`src/rtl/hic_pkg.sv`:
```
`timescale 1ns / 1ps
// ----------------------------------------------------------------------------
// Hard-iron calibrator package
// Shared widths, register defaults, register indexes and the result record
// passed from the tracking stage to the scaling stage.
// ----------------------------------------------------------------------------
package hic_pkg;

    localparam int SAMPLE_BITS_DEF = 13;

    localparam int GAIN_W      = 11;
    localparam int TURN_W      = 8;
    localparam int COUNT_W     = 16;
    localparam int OFFSET_W    = 16;
    localparam int CFG_IDX_W   = 2;
    localparam int CFG_DATA_W  = 16;
    localparam int OFFSET_SHIFT = 9;

    localparam logic [GAIN_W-1:0]  GAIN_RESET   = GAIN_W'(236);
    localparam logic [TURN_W-1:0]  LIMIT_RESET  = TURN_W'(5);
    localparam logic [COUNT_W-1:0] TIMEOUT_RESET = COUNT_W'(300);

    localparam logic [CFG_IDX_W-1:0] CFG_SCALE_GAIN      = 2'd0;
    localparam logic [CFG_IDX_W-1:0] CFG_TURN_LIMIT      = 2'd1;
    localparam logic [CFG_IDX_W-1:0] CFG_TIMEOUT_SAMPLES = 2'd2;

    localparam logic MODE_RESTART = 1'b0;

    typedef struct packed {
        logic              done;
        logic              timed_out;
        logic [TURN_W-1:0] turns;
    } hic_res_t;

endpackage

```
`src/rtl/hic_square.sv`:
```
`timescale 1ns / 1ps
// ----------------------------------------------------------------------------
// Squared magnitude stage
// Registers the sample with its squared horizontal magnitude X*X + Y*Y.
// ----------------------------------------------------------------------------
module hic_square #(
    parameter int SAMPLE_BITS = hic_pkg::SAMPLE_BITS_DEF
) (
    input  logic                          clk,
    input  logic                          rst_n,
    input  logic                          in_valid,
    output logic                          in_ready,
    input  logic                          in_mode,
    input  logic signed [SAMPLE_BITS-1:0] in_x,
    input  logic signed [SAMPLE_BITS-1:0] in_y,
    output logic                          out_valid,
    input  logic                          out_ready,
    output logic                          out_mode,
    output logic signed [SAMPLE_BITS-1:0] out_x,
    output logic signed [SAMPLE_BITS-1:0] out_y,
    output logic [2*SAMPLE_BITS-1:0]      out_mag
);
    import hic_pkg::*;

    logic                          valid_reg;
    logic                          mode_reg;
    logic signed [SAMPLE_BITS-1:0] x_reg;
    logic signed [SAMPLE_BITS-1:0] y_reg;
    logic [2*SAMPLE_BITS-1:0]      mag_reg;
    logic signed [2*SAMPLE_BITS-1:0] sq_x;
    logic signed [2*SAMPLE_BITS-1:0] sq_y;
    logic [2*SAMPLE_BITS-1:0]      mag_next;

    assign in_ready = !valid_reg || out_ready;

    always_comb
    begin
        sq_x     = in_x * in_x;
        sq_y     = in_y * in_y;
        mag_next = unsigned'(sq_x) + unsigned'(sq_y);
    end

    always_ff @(posedge clk or negedge rst_n)
    begin
        if (!rst_n)
        begin
            valid_reg <= 1'b0;
        end
        else if (in_ready)
        begin
            valid_reg <= in_valid;
        end
    end

    always_ff @(posedge clk)
    begin
        if (in_ready && in_valid)
        begin
            mode_reg <= in_mode;
            x_reg    <= in_x;
            y_reg    <= in_y;
            mag_reg  <= mag_next;
        end
    end

    assign out_valid = valid_reg;
    assign out_mode  = mode_reg;
    assign out_x     = x_reg;
    assign out_y     = y_reg;
    assign out_mag   = mag_reg;

endmodule

```
`src/rtl/hic_track.sv`:
```
`timescale 1ns / 1ps
// ----------------------------------------------------------------------------
// Run tracking stage
// Holds the run state: previous, strongest and weakest magnitude with their
// points, direction, turn and sample counters. Updates it once per beat and
// registers the status and the X/Y spans of the run.
// ----------------------------------------------------------------------------
module hic_track #(
    parameter int SAMPLE_BITS = hic_pkg::SAMPLE_BITS_DEF
) (
    input  logic                            clk,
    input  logic                            rst_n,
    input  logic [hic_pkg::TURN_W-1:0]      turn_limit,
    input  logic [hic_pkg::COUNT_W-1:0]     timeout_samples,
    input  logic                            in_valid,
    output logic                            in_ready,
    input  logic                            in_mode,
    input  logic signed [SAMPLE_BITS-1:0]   in_x,
    input  logic signed [SAMPLE_BITS-1:0]   in_y,
    input  logic [2*SAMPLE_BITS-1:0]        in_mag,
    output logic                            out_valid,
    input  logic                            out_ready,
    output hic_pkg::hic_res_t               out_res,
    output logic signed [SAMPLE_BITS:0]     out_span_x,
    output logic signed [SAMPLE_BITS:0]     out_span_y
);
    import hic_pkg::*;

    typedef enum logic [1:0] {
        RS_IDLE,
        RS_RUN,
        RS_DONE_TURNS,
        RS_DONE_TIME
    } run_state_t;

    run_state_t                    state_reg, state_next;
    logic [2*SAMPLE_BITS-1:0]      prev_reg, prev_next;
    logic [2*SAMPLE_BITS-1:0]      max_reg, max_next;
    logic [2*SAMPLE_BITS-1:0]      min_reg, min_next;
    logic signed [SAMPLE_BITS-1:0] maxx_reg, maxx_next;
    logic signed [SAMPLE_BITS-1:0] maxy_reg, maxy_next;
    logic signed [SAMPLE_BITS-1:0] minx_reg, minx_next;
    logic signed [SAMPLE_BITS-1:0] miny_reg, miny_next;
    logic                          rising_reg, rising_next;
    logic [TURN_W-1:0]             turns_reg, turns_next;
    logic [COUNT_W-1:0]            count_reg, count_next;
    logic                          valid_reg;
    hic_res_t                      res_reg, res_next;
    logic signed [SAMPLE_BITS:0]   span_x_reg, span_x_next;
    logic signed [SAMPLE_BITS:0]   span_y_reg, span_y_next;
    logic                          up;
    logic                          load;

    assign in_ready = !valid_reg || out_ready;
    assign load     = in_ready && in_valid;
    assign up       = in_mag > prev_reg;

    always_comb
    begin
        state_next  = state_reg;
        prev_next   = prev_reg;
        max_next    = max_reg;
        min_next    = min_reg;
        maxx_next   = maxx_reg;
        maxy_next   = maxy_reg;
        minx_next   = minx_reg;
        miny_next   = miny_reg;
        rising_next = rising_reg;
        turns_next  = turns_reg;
        count_next  = count_reg;

        if (in_mode == MODE_RESTART)
        begin
            state_next  = RS_RUN;
            prev_next   = in_mag;
            max_next    = in_mag;
            min_next    = in_mag;
            maxx_next   = in_x;
            maxy_next   = in_y;
            minx_next   = in_x;
            miny_next   = in_y;
            rising_next = 1'b0;
            turns_next  = '0;
            count_next  = '0;
        end
        else if (state_reg == RS_RUN)
        begin
            if ((up != rising_reg) && (turns_reg != '1))
            begin
                turns_next = turns_reg + 1'b1;
            end
            rising_next = up;
            prev_next   = in_mag;
            if (in_mag > max_reg)
            begin
                max_next  = in_mag;
                maxx_next = in_x;
                maxy_next = in_y;
            end
            if (in_mag < min_reg)
            begin
                min_next  = in_mag;
                minx_next = in_x;
                miny_next = in_y;
            end
            if (count_reg != '1)
            begin
                count_next = count_reg + 1'b1;
            end
            if (turns_next >= turn_limit)
            begin
                state_next = RS_DONE_TURNS;
            end
            else if (count_next >= timeout_samples)
            begin
                state_next = RS_DONE_TIME;
            end
        end

        res_next.done      = (state_next == RS_DONE_TURNS) || (state_next == RS_DONE_TIME);
        res_next.timed_out = (state_next == RS_DONE_TIME);
        res_next.turns     = turns_next;
        span_x_next = (SAMPLE_BITS+1)'(maxx_next) - (SAMPLE_BITS+1)'(minx_next);
        span_y_next = (SAMPLE_BITS+1)'(maxy_next) - (SAMPLE_BITS+1)'(miny_next);
    end

    always_ff @(posedge clk or negedge rst_n)
    begin
        if (!rst_n)
        begin
            state_reg  <= RS_IDLE;
            prev_reg   <= '0;
            max_reg    <= '0;
            min_reg    <= '0;
            maxx_reg   <= '0;
            maxy_reg   <= '0;
            minx_reg   <= '0;
            miny_reg   <= '0;
            rising_reg <= 1'b0;
            turns_reg  <= '0;
            count_reg  <= '0;
            valid_reg  <= 1'b0;
        end
        else
        begin
            if (in_ready)
            begin
                valid_reg <= in_valid;
            end
            if (load)
            begin
                state_reg  <= state_next;
                prev_reg   <= prev_next;
                max_reg    <= max_next;
                min_reg    <= min_next;
                maxx_reg   <= maxx_next;
                maxy_reg   <= maxy_next;
                minx_reg   <= minx_next;
                miny_reg   <= miny_next;
                rising_reg <= rising_next;
                turns_reg  <= turns_next;
                count_reg  <= count_next;
            end
        end
    end

    always_ff @(posedge clk)
    begin
        if (load)
        begin
            res_reg    <= res_next;
            span_x_reg <= span_x_next;
            span_y_reg <= span_y_next;
        end
    end

    assign out_valid  = valid_reg;
    assign out_res    = res_reg;
    assign out_span_x = span_x_reg;
    assign out_span_y = span_y_reg;

endmodule

```
`src/rtl/hic_scale.sv`:
```
`timescale 1ns / 1ps
// ----------------------------------------------------------------------------
// Offset scaling stage
// Multiplies each span by the Q3.8 gain, takes the floor of half of it in
// Q.8, saturates to 16 bits (zero unless done), holds the result for output.
// ----------------------------------------------------------------------------
module hic_scale #(
    parameter int SAMPLE_BITS = hic_pkg::SAMPLE_BITS_DEF
) (
    input  logic                              clk,
    input  logic                              rst_n,
    input  logic [hic_pkg::GAIN_W-1:0]        scale_gain,
    input  logic                              in_valid,
    output logic                              in_ready,
    input  hic_pkg::hic_res_t                 in_res,
    input  logic signed [SAMPLE_BITS:0]       in_span_x,
    input  logic signed [SAMPLE_BITS:0]       in_span_y,
    output logic                              out_valid,
    input  logic                              out_ready,
    output hic_pkg::hic_res_t                 out_res,
    output logic signed [hic_pkg::OFFSET_W-1:0] out_offset_x,
    output logic signed [hic_pkg::OFFSET_W-1:0] out_offset_y
);
    import hic_pkg::*;

    localparam int PW = SAMPLE_BITS + 1 + GAIN_W;
    localparam logic signed [PW-1:0] SAT_HI = PW'(32767);
    localparam logic signed [PW-1:0] SAT_LO = -PW'(32768);

    logic                       valid_reg;
    hic_res_t                   res_reg;
    logic signed [OFFSET_W-1:0] offx_reg, offx_next;
    logic signed [OFFSET_W-1:0] offy_reg, offy_next;

    function automatic logic signed [OFFSET_W-1:0] scale_sat(
        input logic signed [SAMPLE_BITS:0] span,
        input logic [GAIN_W-1:0]           gain
    );
        logic signed [PW-1:0] prod;
        logic signed [PW-1:0] q;
        prod = PW'(span) * PW'($signed({1'b0, gain}));
        q    = prod >>> OFFSET_SHIFT;
        if (q > SAT_HI)
        begin
            return OFFSET_W'(SAT_HI);
        end
        else if (q < SAT_LO)
        begin
            return OFFSET_W'(SAT_LO);
        end
        return OFFSET_W'(q);
    endfunction

    assign in_ready = !valid_reg || out_ready;

    always_comb
    begin
        offx_next = '0;
        offy_next = '0;
        if (in_res.done)
        begin
            offx_next = scale_sat(in_span_x, scale_gain);
            offy_next = scale_sat(in_span_y, scale_gain);
        end
    end

    always_ff @(posedge clk or negedge rst_n)
    begin
        if (!rst_n)
        begin
            valid_reg <= 1'b0;
        end
        else if (in_ready)
        begin
            valid_reg <= in_valid;
        end
    end

    always_ff @(posedge clk)
    begin
        if (in_ready && in_valid)
        begin
            res_reg  <= in_res;
            offx_reg <= offx_next;
            offy_reg <= offy_next;
        end
    end

    assign out_valid    = valid_reg;
    assign out_res      = res_reg;
    assign out_offset_x = offx_reg;
    assign out_offset_y = offy_reg;

endmodule

```
`src/rtl/hard_iron_offset_calibrator.sv`:
```
`timescale 1ns / 1ps
// ----------------------------------------------------------------------------
// Hard-iron offset calibrator
// Registered path of a beat: input register, squaring, run tracking, gain
// scaling. Throughput: one beat per cycle while m_tready is high; each stage
// holds when the stage after it is full, so bubbles are absorbed.
// Reset clears all run state to idle and loads the register defaults.
// ----------------------------------------------------------------------------
module hard_iron_offset_calibrator #(
    parameter int SAMPLE_BITS = hic_pkg::SAMPLE_BITS_DEF
) (
    input  logic                                clk,
    input  logic                                rst_n,
    input  logic                                cfg_we,
    input  logic [hic_pkg::CFG_IDX_W-1:0]       cfg_index,
    input  logic [hic_pkg::CFG_DATA_W-1:0]      cfg_wdata,
    input  logic                                s_tvalid,
    output logic                                s_tready,
    // Fields from bit 0: sample_x, sample_y, zero fill.
    input  logic [((2*SAMPLE_BITS+7)/8)*8-1:0]  s_tdata,
    // Fields: mode.
    input  logic                                s_tuser,
    output logic                                m_tvalid,
    input  logic                                m_tready,
    // Fields from bit 0: offset_x, offset_y, turns_seen.
    output logic [39:0]                         m_tdata,
    // Fields: timed_out.
    output logic                                m_tuser,
    output logic                                m_tlast
);
    import hic_pkg::*;

    logic [GAIN_W-1:0]             gain_reg;
    logic [TURN_W-1:0]             limit_reg;
    logic [COUNT_W-1:0]            timeout_reg;

    logic                          a_valid_reg;
    logic                          a_mode_reg;
    logic signed [SAMPLE_BITS-1:0] a_x_reg;
    logic signed [SAMPLE_BITS-1:0] a_y_reg;

    logic                          b_ready;
    logic                          b_valid;
    logic                          b_mode;
    logic signed [SAMPLE_BITS-1:0] b_x;
    logic signed [SAMPLE_BITS-1:0] b_y;
    logic [2*SAMPLE_BITS-1:0]      b_mag;

    logic                          c_ready;
    logic                          c_valid;
    hic_res_t                      c_res;
    logic signed [SAMPLE_BITS:0]   c_span_x;
    logic signed [SAMPLE_BITS:0]   c_span_y;

    logic                          d_ready;
    hic_res_t                      d_res;
    logic signed [OFFSET_W-1:0]    d_offx;
    logic signed [OFFSET_W-1:0]    d_offy;

    always_ff @(posedge clk or negedge rst_n)
    begin
        if (!rst_n)
        begin
            gain_reg    <= GAIN_RESET;
            limit_reg   <= LIMIT_RESET;
            timeout_reg <= TIMEOUT_RESET;
        end
        else if (cfg_we)
        begin
            unique case (cfg_index)
                CFG_SCALE_GAIN:      gain_reg    <= cfg_wdata[GAIN_W-1:0];
                CFG_TURN_LIMIT:      limit_reg   <= cfg_wdata[TURN_W-1:0];
                CFG_TIMEOUT_SAMPLES: timeout_reg <= cfg_wdata[COUNT_W-1:0];
                default:             ;
            endcase
        end
    end

    assign s_tready = !a_valid_reg || b_ready;

    always_ff @(posedge clk or negedge rst_n)
    begin
        if (!rst_n)
        begin
            a_valid_reg <= 1'b0;
        end
        else if (s_tready)
        begin
            a_valid_reg <= s_tvalid;
        end
    end

    always_ff @(posedge clk)
    begin
        if (s_tready && s_tvalid)
        begin
            a_mode_reg <= s_tuser;
            a_x_reg    <= s_tdata[SAMPLE_BITS-1:0];
            a_y_reg    <= s_tdata[2*SAMPLE_BITS-1:SAMPLE_BITS];
        end
    end

    hic_square #(
        .SAMPLE_BITS(SAMPLE_BITS)
    ) u_square (
        .clk       (clk),
        .rst_n     (rst_n),
        .in_valid  (a_valid_reg),
        .in_ready  (b_ready),
        .in_mode   (a_mode_reg),
        .in_x      (a_x_reg),
        .in_y      (a_y_reg),
        .out_valid (b_valid),
        .out_ready (c_ready),
        .out_mode  (b_mode),
        .out_x     (b_x),
        .out_y     (b_y),
        .out_mag   (b_mag)
    );

    hic_track #(
        .SAMPLE_BITS(SAMPLE_BITS)
    ) u_track (
        .clk             (clk),
        .rst_n           (rst_n),
        .turn_limit      (limit_reg),
        .timeout_samples (timeout_reg),
        .in_valid        (b_valid),
        .in_ready        (c_ready),
        .in_mode         (b_mode),
        .in_x            (b_x),
        .in_y            (b_y),
        .in_mag          (b_mag),
        .out_valid       (c_valid),
        .out_ready       (d_ready),
        .out_res         (c_res),
        .out_span_x      (c_span_x),
        .out_span_y      (c_span_y)
    );

    hic_scale #(
        .SAMPLE_BITS(SAMPLE_BITS)
    ) u_scale (
        .clk          (clk),
        .rst_n        (rst_n),
        .scale_gain   (gain_reg),
        .in_valid     (c_valid),
        .in_ready     (d_ready),
        .in_res       (c_res),
        .in_span_x    (c_span_x),
        .in_span_y    (c_span_y),
        .out_valid    (m_tvalid),
        .out_ready    (m_tready),
        .out_res      (d_res),
        .out_offset_x (d_offx),
        .out_offset_y (d_offy)
    );

    assign m_tdata = {d_res.turns, d_offy, d_offx};
    assign m_tuser = d_res.timed_out;
    assign m_tlast = d_res.done;

endmodule
```
`config.mk`:
```
export PLATFORM = sky130hd
export DESIGN_NAME = hard_iron_offset_calibrator
export DESIGN_NICKNAME = d
export VERILOG_FILES = /design/src/rtl/hic_pkg.sv /design/src/rtl/hic_square.sv /design/src/rtl/hic_track.sv /design/src/rtl/hic_scale.sv /design/src/rtl/hard_iron_offset_calibrator.sv
export SDC_FILE = /design/constraint.sdc
export NUM_CORES = 2
export LEC_CHECK = 0
export BUFFER_PORTS_ARGS = -buffer_cell sky130_fd_sc_hd__buf_2
export CORE_MARGIN = 4
export CORE_UTILIZATION = 41
export DETAILED_ROUTE_END_ITERATION = 10
export PLACE_DENSITY = 0.64
export SLEW_MARGIN = 20
export SYNTH_ARGS = -nofsm -noshare
export SYNTH_HDL_FRONTEND = slang
export SYNTH_SLANG_ARGS = --single-unit
```
`constraint.sdc`:
```
create_clock -name clk -period 12.87 [get_ports clk]
set_input_delay 1.9305 -clock clk [delete_from_list [all_inputs] [get_ports clk]]
set_output_delay 1.9305 -clock clk [all_outputs]
set_load 0.01 [all_outputs]
```
==> summary.txt <==
most used cell, CP: fa_1
Post-CTS Resized: 0
Worst Skew: 41.9 ps
Max clock buf depth: 3
register area share after synthesis: 24.3%
met3 Use GR: 2.69%
post-synthesis cell type count: 76
WL final: 80300 µm
critical path launch point type: flip-flop
core region area: 96900 µm²
Worst Hold Class: flip-flop to flip-flop
cell taking the most area after synthesis: fa_1
Port-buffer cells: 93
top cell type's share of synthesized area: 30.8%
Yosys reg bits: 356
routing usage on met1: 21.8%
crit path kind: flip-flop to flip-flop
RSZ-0062 raised after global routing: no
routability cong.: 0.827
area grow syn2layout: 8.24%
slowest stage delay, CP: 850 ps
Arrival @ worst endpoint: 7940 ps
Crit Reg-Reg Startpoint: a_x_reg[12]
crit-path cells: inv_1, nor2_1, fa_1, fa_1, inv_1, fa_1, fa_1, fa_1, fa_1, fa_1, inv_1, ha_1, and3_1, a221oi_1, nand2_1, a21oi_1, mux2i_1, nand4_1
FP Rows: 114
busiest grt layer: met2
Die ar.: 103000 µm²
launch point of the worst path: a_x_reg[12]
CP delay by family, top: adder cells
end point of the critical path: u_square.out_mag[25]
Starting DRT DRC Count: 1113
most frequent cells in the layout: 908 x inv_1, 617 x fa_1, 345 x ha_1, 341 x nand2_1, 196 x mux2_2
post-synthesis average cell area: 10.4 µm²
outcome: finished clean
Synth Area in XOR/XNOR: 2.78%
CTS sink cnt: 356
fin nets: 4892
Crit. End Element: flip-flop
period utilization: 59.2%
vias in the first global route: 27038
TritonRoute pass-1 iters: 5
Async S/R FF share, synth: 55.1%
Root Buffer: clkbuf_16
vias per cell: 4.87
grt total ovfl: 0
worst slew pin tran: 1070 ps
TritonCTS clock tree: yes
io pins: 100
EDFF count, synth: 160
WP buf/inv: 3
hold buffer count at CTS: 0
Skew-Pair Late Insertion Delay: 620 ps
Critical R2R Capture: u_square.out_mag[25]
Final Max Tran Viols: 0
Clock Pin Slew Worst Setup and Hold Paths: 60 ps
Worst Path Required: 13190 ps
crit-path max FO: 15
Compound-Gate Fraction of Synth Area: 5.01%
TNS Setup: 0 ps
Die H: 321 µm
adder-cell share of the synthesized area: 41.6%
Starting Density: 41.3%
mux contribution to synthesized area: 6.47%
Max-slew headroom: 28.5%
routed via count: 25258
Max-Cap Viols: 0
commonest non-fill, non-tap cell in the layout: inv_1
FF-to-FF path depth: 18
f_max: 131 MHz
Total GRT Usage: 16.4%
Synth Area in Simple Gates: 9.95%
share of cells above drive strength 1: 10.7%
synthesized cell area: 40000 µm²
Crit-path slowest cell: edfxtp_1
Post-synth top flop: dfrtp_1
HPWL after detailed placement: 63000 µm
largest net degree at the start of global routing: 90
first-pass GRT wire length: 137000 µm
largest cells by area after synthesis: fa_1 31%, edfxtp_1 12%, dfrtp_1 12%, ha_1 11%, inv_1 8.5%
Finish-stage setup viols: 0
Final Hold Viols: 0
post-route ant nets: 0
GR Util met2: 28.0%
DRC viols: 0
total CTS buffers: 44
H-tree Lvls: 2
CP Depth: 18
DR WL/cell: 15.5 µm
Die X: 321 µm
synth warn: 0
Cells after Synth: 3843
largest family of logic cells by synthesized area: adder cells
Post-CTS Setup Inserts: 0
r2r setup slk: 5250 ps
initial antenna violation count: 5
Filler Cell Count: 9081
Syn Nets: 4861
Tmin final: 7620 ps
==> metal layers <==
layer	up-vias	routed length, µm
li1	11998	-
met5	-	0
met1	12762	35500
met3	100	3830
met4	0	1920
met2	398	39000
==> stage by stage <==
| stage | util, % | std cells | setup WS (ps) | area [µm²] | hold slack, ps |
|---|---|---|---|---|---|
| after floorplan | - | 3843 | 6410 | 40000 | 400 |
| after global placement | 43.1 | 5104 | 5410 | 41800 | 404 |
| after detailed placement | 43.1 | 5104 | 5350 | 41800 | 405 |
| after CTS | 44.7 | 5186 | 5320 | 43300 | 419 |
| after global routing | 44.7 | 5186 | 4810 | 43300 | 422 |
| final | 44.7 | 5187 | 5250 | 43300 | 415 |
==> kinds of logic (layout without fill, tap and decap cells) <==
| kind of cell | Yosys count | after routing |
|---|---|---|
| xor+xnor | 127 | 127 |
| mux | 233 | 233 |
| compound gates | 298 | 298 |
| buf+inv | 1037 | 1104 |
| simple gates | 829 | 829 |
| flops | 356 | 356 |
| other cells | 1 | 2 |
| fa+ha+maj | 962 | 962 |
==> cells in the mapped netlist (25+ instances only) <==
| master | instances |
|---|---|
| inv_1 | 908 |
| edfxtp_1 | 160 |
| mux2i_1 | 36 |
| a21o_1 | 45 |
| a21oi_1 | 84 |
| nor3_1 | 26 |
| ha_1 | 345 |
| xor2_1 | 28 |
| o21ai_0 | 53 |
| fa_1 | 617 |
| and2_1 | 175 |
| nand2_1 | 342 |
| clkbuf_1 | 99 |
| nor2b_1 | 30 |
| nand3_1 | 40 |
| nor2_1 | 122 |
| xnor2_1 | 99 |
| nand4_1 | 25 |
| mux2_2 | 196 |
| dfrtp_1 | 185 |
==> final cells by class <==
type	count	area (µm²)	share of cell area, %
sequential	356	9720	22.4
clock inverter	28	375	0.866
timing repair buffer	112	617	1.42
antenna	1	2.50	0.00577
tap	1276	1600	3.68
multi-input combinational	2450	26400	60.9
clock buffer	54	1200	2.77
inverter	910	3420	7.88
==> worst register-to-register path, delay by kind of cell, from the launching register on <==
family	cells	cell delay [ps]
simple gates	4	780
buf+inv	3	690
mux	1	220
compound gates	2	670
flops	1	850
fa+ha+maj	8	4130
==> worst min path at each step <==
stage	from	endpoint	slack, ps	cells after the start
global placement	u_track.out_res[7]	u_scale.out_res[7]	400	0
floorplan	u_track.out_res[0]	u_scale.out_res[0]	400	0
global route	u_track.out_res[1]	u_scale.out_res[1]	420	0
detailed placement	u_track.out_res[2]	u_scale.out_res[2]	400	0
CTS	u_track.out_res[2]	u_scale.out_res[2]	420	0
finish	u_track.out_res[1]	u_scale.out_res[1]	410	0
Power is left out: the tool's default activity adds up to more than one toggle a clock period on the data nets, which glitch-free logic cannot reach.
